<file path="src/rtl/pkf_pkg.sv">
// Shared types, constants and helpers of the packet port and keyword filter.
package pkf_pkg;

    localparam int CASE_FOLD_WINDOW = 2048;
    localparam int MAX_PACKET_BYTES = 65535;
    localparam int COUNT_W          = 16;
    localparam int CELLS            = 6;

    localparam logic [55:0] KEY_UPPER_WORD = 56'h424C4F434B4D45;
    localparam logic [55:0] KEY_LOWER_WORD = 56'h626C6F636B6D65;

    localparam logic [3:0]  IP_VERSION     = 4'd4;
    localparam logic [7:0]  PROTO_TCP      = 8'd6;
    localparam logic [5:0]  MIN_IP_HDR     = 6'd20;
    localparam logic [15:0] TCP_HDR_BYTES  = 16'd20;
    localparam logic [15:0] PROTO_POS      = 16'd9;
    localparam logic [16:0] RULE_NONE      = 17'd0;
    localparam logic [16:0] RULE_PORT_BASE = 17'd1000;
    localparam logic [16:0] RULE_KEYWORD   = 17'd2001;

    typedef enum logic [1:0] {
        CFG_DROP_PORT      = 2'd0,
        CFG_KEYWORD_ENABLE = 2'd1,
        CFG_KEYWORD_CI     = 2'd2
    } cfg_index_t;

    typedef struct packed {
        logic shift;
        logic clear;
    } cell_ctrl_t;

    typedef struct packed {
        logic exact;
        logic folded;
    } hit_t;

    typedef struct packed {
        logic [16:0] rule_id;
        logic        drop;
    } out_item_t;

    function automatic logic [7:0] fold_char(input logic [7:0] c);
        logic [7:0] r;
        r = c;
        if (c >= 8'h41 && c <= 8'h5A)
        begin
            r = c + 8'h20;
        end
        return r;
    endfunction

endpackage

</file>
<file path="src/rtl/pkf_cell.sv">
// One byte cell of the keyword window: holds a byte, shifts it on, compares it.
module pkf_cell (
    input  logic               clk,
    input  logic               rst_n,
    input  pkf_pkg::cell_ctrl_t ctrl,
    input  logic [7:0]         din,
    input  logic [7:0]         key_upper,
    input  logic [7:0]         key_lower,
    output logic [7:0]         dout,
    output pkf_pkg::hit_t      hit
);
    import pkf_pkg::*;

    logic [7:0] byte_reg;
    logic [7:0] byte_next;

    always_comb
    begin
        byte_next = byte_reg;
        if (ctrl.shift)
        begin
            byte_next = ctrl.clear ? 8'd0 : din;
        end
    end

    always_ff @(posedge clk or negedge rst_n)
    begin
        if (!rst_n)
        begin
            byte_reg <= 8'd0;
        end
        else
        begin
            byte_reg <= byte_next;
        end
    end

    assign dout       = byte_reg;
    assign hit.exact  = (byte_reg == key_upper);
    assign hit.folded = (fold_char(byte_reg) == key_lower);

endmodule

</file>
<file path="src/rtl/pkf_outbuf.sv">
// Two-entry verdict buffer: output register plus skid entry.
module pkf_outbuf (
    input  logic                clk,
    input  logic                rst_n,
    input  logic                push,
    input  pkf_pkg::out_item_t  push_item,
    output logic                room,
    output logic                out_valid,
    input  logic                out_ready,
    output pkf_pkg::out_item_t  out_item
);
    import pkf_pkg::*;

    logic      head_valid_reg;
    logic      head_valid_next;
    out_item_t head_reg;
    out_item_t head_next;
    logic      skid_valid_reg;
    logic      skid_valid_next;
    out_item_t skid_reg;
    out_item_t skid_next;
    logic      pop;

    assign pop = head_valid_reg & out_ready;

    always_comb
    begin
        head_valid_next = head_valid_reg;
        head_next       = head_reg;
        skid_valid_next = skid_valid_reg;
        skid_next       = skid_reg;
        if (pop)
        begin
            if (skid_valid_reg)
            begin
                head_next = skid_reg;
                if (push)
                begin
                    skid_next = push_item;
                end
                else
                begin
                    skid_valid_next = 1'b0;
                end
            end
            else if (push)
            begin
                head_next = push_item;
            end
            else
            begin
                head_valid_next = 1'b0;
            end
        end
        else if (push)
        begin
            if (!head_valid_reg)
            begin
                head_next       = push_item;
                head_valid_next = 1'b1;
            end
            else
            begin
                skid_next       = push_item;
                skid_valid_next = 1'b1;
            end
        end
    end

    always_ff @(posedge clk or negedge rst_n)
    begin
        if (!rst_n)
        begin
            head_valid_reg <= 1'b0;
            skid_valid_reg <= 1'b0;
        end
        else
        begin
            head_valid_reg <= head_valid_next;
            skid_valid_reg <= skid_valid_next;
        end
    end

    always_ff @(posedge clk)
    begin
        head_reg <= head_next;
        skid_reg <= skid_next;
    end

    assign room      = ~skid_valid_reg;
    assign out_valid = head_valid_reg;
    assign out_item  = head_reg;

endmodule

</file>
<file path="src/rtl/packet_port_and_keyword_filter.sv">
// Top level of the IPv4 TCP port and payload keyword filter.
//
//  group  | dir | handshake          | payload
//  -------+-----+--------------------+--------------------------------------
//  s_     | in  | s_tvalid/s_tready  | s_tdata[7:0] packet_byte, s_tlast last_byte
//  m_     | out | m_tvalid/m_tready  | m_tdata[0] drop, [17:1] rule_id
//  cfg_   | in  | cfg_valid/cfg_ready| cfg_index, cfg_data
//
//  One byte per cycle while s_tready is high; the last byte pushes its verdict.
//  Keyword search runs through a row of six byte cells plus a compare on the new byte.
//  Reset clears the packet state and loads drop_port 0, keyword_enable 1, case fold 0.
//  A two-entry verdict buffer lets bytes flow while one verdict waits; input stalls
//  only when two verdicts wait.
module packet_port_and_keyword_filter (
    input  logic        clk,
    input  logic        rst_n,
    input  logic        s_tvalid,
    output logic        s_tready,
    input  logic [7:0]  s_tdata,    // [7:0] packet_byte
    input  logic        s_tlast,
    output logic        m_tvalid,
    input  logic        m_tready,
    output logic [23:0] m_tdata,    // [0] drop, [17:1] rule_id, [23:18] zero
    input  logic        cfg_valid,
    output logic        cfg_ready,
    input  logic [1:0]  cfg_index,
    input  logic [15:0] cfg_data
);
    import pkf_pkg::*;

    logic [15:0] drop_port_reg;
    logic        keyword_enable_reg;
    logic        keyword_ci_reg;

    logic [COUNT_W-1:0] count_reg;
    logic [COUNT_W-1:0] count_next;
    logic               version_ok_reg;
    logic               version_ok_next;
    logic [5:0]         hdr_bytes_reg;
    logic [5:0]         hdr_bytes_next;
    logic               is_tcp_reg;
    logic               is_tcp_next;
    logic [15:0]        dest_port_reg;
    logic [15:0]        dest_port_next;
    logic               found_reg;
    logic               found_next;

    logic               accept;
    logic               last_accept;
    logic [15:0]        hdr16;
    logic               all_exact;
    logic               all_folded;
    logic               in_window;
    logic               match;
    logic               hdr_ok;
    logic               port_hit;
    out_item_t          verdict;
    out_item_t          out_item;
    logic               buf_room;
    cell_ctrl_t         ctrl;
    logic [7:0]         cell_in   [CELLS];
    logic [7:0]         cell_out  [CELLS];
    hit_t               cell_hit  [CELLS];

    assign cfg_ready = 1'b1;

    always_ff @(posedge clk or negedge rst_n)
    begin
        if (!rst_n)
        begin
            drop_port_reg      <= 16'd0;
            keyword_enable_reg <= 1'b1;
            keyword_ci_reg     <= 1'b0;
        end
        else if (cfg_valid)
        begin
            unique case (cfg_index_t'(cfg_index))
                CFG_DROP_PORT:      drop_port_reg      <= cfg_data;
                CFG_KEYWORD_ENABLE: keyword_enable_reg <= cfg_data[0];
                CFG_KEYWORD_CI:     keyword_ci_reg     <= cfg_data[0];
                default:            ;
            endcase
        end
    end

    assign accept      = s_tvalid & s_tready;
    assign last_accept = accept & s_tlast;
    assign ctrl.shift  = accept;
    assign ctrl.clear  = s_tlast;

    genvar g;
    generate
        for (g = 0; g < CELLS; g++)
        begin : g_cell
            if (g == 0)
            begin : g_head
                assign cell_in[g] = s_tdata;
            end
            else
            begin : g_link
                assign cell_in[g] = cell_out[g-1];
            end
            pkf_cell u_cell (
                .clk       (clk),
                .rst_n     (rst_n),
                .ctrl      (ctrl),
                .din       (cell_in[g]),
                .key_upper (KEY_UPPER_WORD[8*(g+1) +: 8]),
                .key_lower (KEY_LOWER_WORD[8*(g+1) +: 8]),
                .dout      (cell_out[g]),
                .hit       (cell_hit[g])
            );
        end
    endgenerate

    always_comb
    begin
        all_exact  = (s_tdata == KEY_UPPER_WORD[7:0]);
        all_folded = (fold_char(s_tdata) == KEY_LOWER_WORD[7:0]);
        for (int i = 0; i < CELLS; i++)
        begin
            all_exact  = all_exact  & cell_hit[i].exact;
            all_folded = all_folded & cell_hit[i].folded;
        end
    end

    always_comb
    begin
        version_ok_next = version_ok_reg;
        hdr_bytes_next  = hdr_bytes_reg;
        if (count_reg == '0)
        begin
            version_ok_next = (s_tdata[7:4] == IP_VERSION);
            hdr_bytes_next  = {s_tdata[3:0], 2'b00};
        end
        hdr16       = {10'd0, hdr_bytes_next};
        is_tcp_next = (count_reg == PROTO_POS) ? (s_tdata == PROTO_TCP) : is_tcp_reg;
        dest_port_next = dest_port_reg;
        if (count_reg == hdr16 + 16'd2)
        begin
            dest_port_next[15:8] = s_tdata;
        end
        if (count_reg == hdr16 + 16'd3)
        begin
            dest_port_next[7:0] = s_tdata;
        end
        in_window  = (count_reg < COUNT_W'(CASE_FOLD_WINDOW));
        match      = keyword_ci_reg ? (all_folded & in_window) : all_exact;
        found_next = found_reg | match;
        count_next = (count_reg == COUNT_W'(MAX_PACKET_BYTES)) ? count_reg
                                                               : count_reg + 1'b1;
    end

    always_comb
    begin
        hdr_ok   = (count_next >= 16'(MIN_IP_HDR)) && version_ok_next
                   && (hdr_bytes_next >= MIN_IP_HDR) && (hdr16 <= count_next);
        port_hit = is_tcp_next && (count_next >= hdr16 + TCP_HDR_BYTES)
                   && (drop_port_reg != 16'd0) && (dest_port_next == drop_port_reg);
        verdict.drop    = 1'b0;
        verdict.rule_id = RULE_NONE;
        if (hdr_ok)
        begin
            priority if (port_hit)
            begin
                verdict.drop    = 1'b1;
                verdict.rule_id = RULE_PORT_BASE + {1'b0, dest_port_next};
            end
            else if (keyword_enable_reg && found_next)
            begin
                verdict.drop    = 1'b1;
                verdict.rule_id = RULE_KEYWORD;
            end
            else
            begin
                verdict.drop    = 1'b0;
                verdict.rule_id = RULE_NONE;
            end
        end
    end

    always_ff @(posedge clk or negedge rst_n)
    begin
        if (!rst_n)
        begin
            count_reg      <= '0;
            version_ok_reg <= 1'b0;
            hdr_bytes_reg  <= 6'd0;
            is_tcp_reg     <= 1'b0;
            dest_port_reg  <= 16'd0;
            found_reg      <= 1'b0;
        end
        else if (accept)
        begin
            if (s_tlast)
            begin
                count_reg      <= '0;
                version_ok_reg <= 1'b0;
                hdr_bytes_reg  <= 6'd0;
                is_tcp_reg     <= 1'b0;
                dest_port_reg  <= 16'd0;
                found_reg      <= 1'b0;
            end
            else
            begin
                count_reg      <= count_next;
                version_ok_reg <= version_ok_next;
                hdr_bytes_reg  <= hdr_bytes_next;
                is_tcp_reg     <= is_tcp_next;
                dest_port_reg  <= dest_port_next;
                found_reg      <= found_next;
            end
        end
    end

    pkf_outbuf u_outbuf (
        .clk       (clk),
        .rst_n     (rst_n),
        .push      (last_accept),
        .push_item (verdict),
        .room      (buf_room),
        .out_valid (m_tvalid),
        .out_ready (m_tready),
        .out_item  (out_item)
    );

    assign s_tready = buf_room;
    assign m_tdata  = {6'd0, out_item.rule_id, out_item.drop};

    a_stall_needs_waiting_verdict: assert property (
        @(posedge clk) disable iff (!rst_n) !s_tready |-> m_tvalid)
        else $error("input stalled with no verdict waiting");

    a_pass_has_no_rule: assert property (
        @(posedge clk) disable iff (!rst_n) (m_tvalid && !m_tdata[0]) |-> (m_tdata[17:1] == 17'd0))
        else $error("pass verdict carries a rule");

    a_drop_has_rule: assert property (
        @(posedge clk) disable iff (!rst_n) (m_tvalid && m_tdata[0]) |-> (m_tdata[17:1] != 17'd0))
        else $error("drop verdict without rule");

    a_clear_after_last: assert property (
        @(posedge clk) disable iff (!rst_n) last_accept |=> (count_reg == '0 && !found_reg))
        else $error("packet state not cleared after last byte");

endmodule
</file>
<file path="config.mk">
export PLATFORM = sky130hd
export DESIGN_NAME = packet_port_and_keyword_filter
export DESIGN_NICKNAME = d
export VERILOG_FILES = /design/src/rtl/pkf_pkg.sv /design/src/rtl/pkf_cell.sv /design/src/rtl/pkf_outbuf.sv /design/src/rtl/packet_port_and_keyword_filter.sv
export SDC_FILE = /design/constraint.sdc
export NUM_CORES = 1
export LEC_CHECK = 0
export BUFFER_PORTS_ARGS = -buffer_cell sky130_fd_sc_hd__buf_2
export CAP_MARGIN = 25
export CORE_ASPECT_RATIO = 1.1
export CORE_MARGIN = 2
export CORE_UTILIZATION = 50
export DETAILED_ROUTE_END_ITERATION = 7
export MAX_ROUTING_LAYER = met4
export PLACE_DENSITY = 0.7
export SYNTH_ARGS = -nofsm -noshare
export SYNTH_HDL_FRONTEND = slang
export SYNTH_HIERARCHICAL = 1
export SYNTH_SLANG_ARGS = --single-unit
export TNS_END_PERCENT = 5
</file>
<file path="constraint.sdc">
create_clock -name clk -period 10.05 [get_ports clk]
set_input_delay 2.01 -clock clk [delete_from_list [all_inputs] [get_ports clk]]
set_output_delay 2.01 -clock clk [all_outputs]
set_load 0.1 [all_outputs]
</file>
==> impl_summary.log <==
[metrics] fill cell total of the finished layout: 1775
[metrics] first-pass GRT wire length: 40.4 mm
[metrics] area occupied by multi-input gates: 0.00616 mm²
[metrics] number of gates given a new drive strength after cts: 0
[metrics] worst hold path startpoint: is_tcp_reg
[metrics] post-route non-filler standard cell count: 1477
[metrics] Max rail drop VDD: 0.000131 V
[metrics] most instantiated flip-flop cell in the synthesis netlist: dfrtp_1
[metrics] half-perimeter wire length of the detailed placement result: 17.2 mm
[metrics] detailed-route wire length: 24.5 mm
[metrics] RR Startpoint: count_reg[0]
[metrics] drt via density: 5.55
[metrics] transition time of the tightest slew-check pin: about 1 ns
[metrics] setup TNS: 0 ns
[metrics] clock transition at the register clock pins on the worst setup and hold paths after CTS: 0.07 ns
[metrics] number of DRC markers after the initial detailed-route iteration: ~640
[metrics] number of placed I/O pins: 59
[metrics] Crit path required time: 10.23 ns
[metrics] CTS tree: done
[metrics] most common library cell in the layout ignoring fill and taps: xnor2_1
[metrics] highest net fanout along the worst path: 12
[metrics] Max Clock Skew: approximately 0.009 ns
[metrics] outcome: finished, final reports clean
[metrics] Netlist Area Pre-Place: 0.0101 mm²
[metrics] count of endpoints failing hold in the final timing report: 0
[metrics] Layout Utilization: approximately 58%
[metrics] Die Y: 153 µm
[metrics] via total after detailed routing: 8203
[metrics] Min Clock Period, post-route: ~6.4 ns
[metrics] worst-case setup margin in the final layout: approximately 3.7 ns
[metrics] hold buffers post-CTS: 0
[metrics] ys async rst share: about three quarters
[metrics] weighted congestion reported at the end of routability-driven placement: 0.925
[metrics] launching instance or port of the critical path: count_reg[0]
[metrics] Skew-Pair Late Insertion Delay: 0.43 ns
[metrics] type of the worst setup path: reg -> reg
[metrics] count of buffers from port buffering: 51
[metrics] number of enable-type register cells in the synthesized netlist: 36
[metrics] Post-Synthesis Cells: 1083
[metrics] highest-count cells in the layout ignoring fill and taps: 109 x xnor2_1, 108 x dfrtp_1, 103 x conb_1
[metrics] hold crit path type: reg -> reg
[metrics] root buffer cell: clkbuf_16
[metrics] max_cap viols: 0
[metrics] residual antenna-violating net count after detailed routing: 0
[metrics] Antenna diodes: 0
[metrics] fmax: 0.157 GHz
[metrics] H-tree depth: 4
[metrics] post-CTS setup-driven buffer insertion count: 0
[metrics] critical path startpoint category: flip-flop
[metrics] biggest area contributors in the synthesized netlist: dfrtp_1 27%, edfxtp_1 11%, xnor2_1 9.4%
[metrics] area added between synthesis and finish: 13.3%
[metrics] placement row count: 54
[metrics] Max-Slew Margin vs Limit: 35.2%
[metrics] global router's overall resource usage: 24.0%
[metrics] Final setup violation count: 0
[metrics] Synth Register Bits: roughly 150
[metrics] number of clock sinks: 145
[metrics] first-pass iteration count of the detailed router: 5
[metrics] initial antenna violation count: 0
[metrics] number of different library cells in the post-synthesis netlist: 83
[metrics] layout cells sized above 1: 12.8%
[metrics] residual overflow from global routing: 0
[metrics] net count of the finished layout: 1273
[metrics] number of buffers inserted during clock tree synthesis: 17
[metrics] worst slack, placed: approximately 3.5 ns
[metrics] endpoint type of the worst setup path: flip-flop
[metrics] power per cell area: approximately 150 mW/mm²
[metrics] Final period util: 63.5%
[metrics] pin count of the biggest net entering global routing: roughly 110
[metrics] flip-flop count of the largest register, all copies and words added: 48
[metrics] total count of max-transition violations in the final report: 0
[metrics] routed len/inst: 16.6 µm
[metrics] setup repair after global routing missed its margin: false
[metrics] share of Yosys cell area claimed by the top area cell type: between 20% and 30%
[metrics] Placed Cells incl. Taps: 1445
[metrics] number of warnings reported in the yosys synthesis log: 6
[metrics] core area: 0.0199 mm²
[metrics] static leakage: 4.82 nW
[metrics] share of synthesized area occupied by flip-flops and latches: 37.5%
[metrics] DRC violations left: 0
[metrics] critical path arrival: 6.56 ns
[metrics] maximum clock path buffer count: 2
[metrics] FF/Latch Area: 0.00381 mm²
[metrics] number of global-route vias before repair: 7782
[metrics] starting density of the core: about 51%
[metrics] cell type with the largest total area after synthesis: dfrtp_1
[metrics] average footprint of a synthesized cell: 9.37 µm²
[metrics] full die area: 0.0215 mm²
[metrics] Die Width: 140 µm
## per-layer routing
layer	GRT usage, %	part of all wire, %
met1	31.2	45
met2	38.8	48
met3	4.07	4.8
met4	7.33	2.1
met5	-	0
## layout make-up
| cell class | instances | share of cell area, % |
|---|---|---|
| Tap cell | 252 | 2.74 |
| Clock inverter | 15 | 1.21 |
| Timing Repair Buffer | 59 | 2.83 |
| Multi-Input combinational cell | 903 | 53.6 |
| Sequential cell | 145 | 33.1 |
| Inverter | 86 | 2.81 |
| Clock buffer | 17 | 3.70 |
## power by group
part           internal (mW)  leakage (nW)  total (mW)  switching [mW]
combinational          0.157          2.74       0.412           0.255
sequential             0.641          1.80       0.702          0.0605
clock                  0.328         0.274       0.614           0.286
## worst max-delay path: stages, from the launching register on
cell,delay [ns]
dfrtp_1,0.53
inv_1,0.16
ha_1,0.19
or4b_2,0.64
or4_4,0.56
mux2i_1,0.21
inv_1,0.21
ha_1,0.18
a22oi_1,0.10
nor2_1,0.25
a21o_1,0.20
or4bb_1,0.45
a211oi_1,0.29
nand3_1,0.41
o21ai_0,0.39
ha_1,0.29
inv_1,0.07
o211a_1,0.16
a211oi_2,0.32
xor2_1,0.17
nor2_1,0.07
mux2_4,0.25
## logic make-up (layout without fill, tap and decap cells)
logic type	after synthesis	in the layout	share of synthesized area, %
compound gates	245	245	16.3
xor+xnor	155	155	13.4
fa+ha+maj	29	29	3.57
buf+inv	136	177	5.57
flops	145	145	37.5
mux	50	50	5.88
other cells	2	103	0.0740
simple gates	321	321	17.7
## metrics by stage
stage / hold WS (ns) / instance area [µm²] / power [mW]
final: 0.479 / 11500 / 1.73
after CTS: 0.480 / 11500 / 1.74
after floorplan: 0.439 / 10500 / 1.02
after detailed placement: 0.466 / 10900 / 1.12
after global routing: 0.526 / 11500 / 1.82
after global placement: 0.455 / 10900 / 1.11
## final timing paths
path,endpoint,slack (ns),cells after the start
min in group asynchronous,g_cell[1].u_cell/dout[2],1.64,1
max in group asynchronous,hdr_bytes_reg[3],7.20,2
worst min register to register,is_tcp_reg,0.48,2
worst max-delay path,u_outbuf/out_item[14],3.67,21
worst max register to register,u_outbuf/out_item[14],3.67,21
worst min-delay path,is_tcp_reg,0.48,2
## synthesized netlist by cell type (9+ instances only)
library cell / instances
xnor2_1: 109
dfrtp_1: 108
o21ai_0: 89
inv_1: 85
nand2_1: 71
nand3b_1: 52
nor2_1: 46
xor2_1: 46
edfxtp_1: 36
clkbuf_1: 35
a21oi_1: 33
nor3_1: 33
ha_1: 29
nand4_1: 29
nand3_1: 28
mux2_2: 24
a22o_1: 17
mux2i_1: 14
nor4_1: 11
o21ai_1: 11
mux2_4: 10
and2_1: 9
No activity file was read; power rests on OpenSTA's default activity.
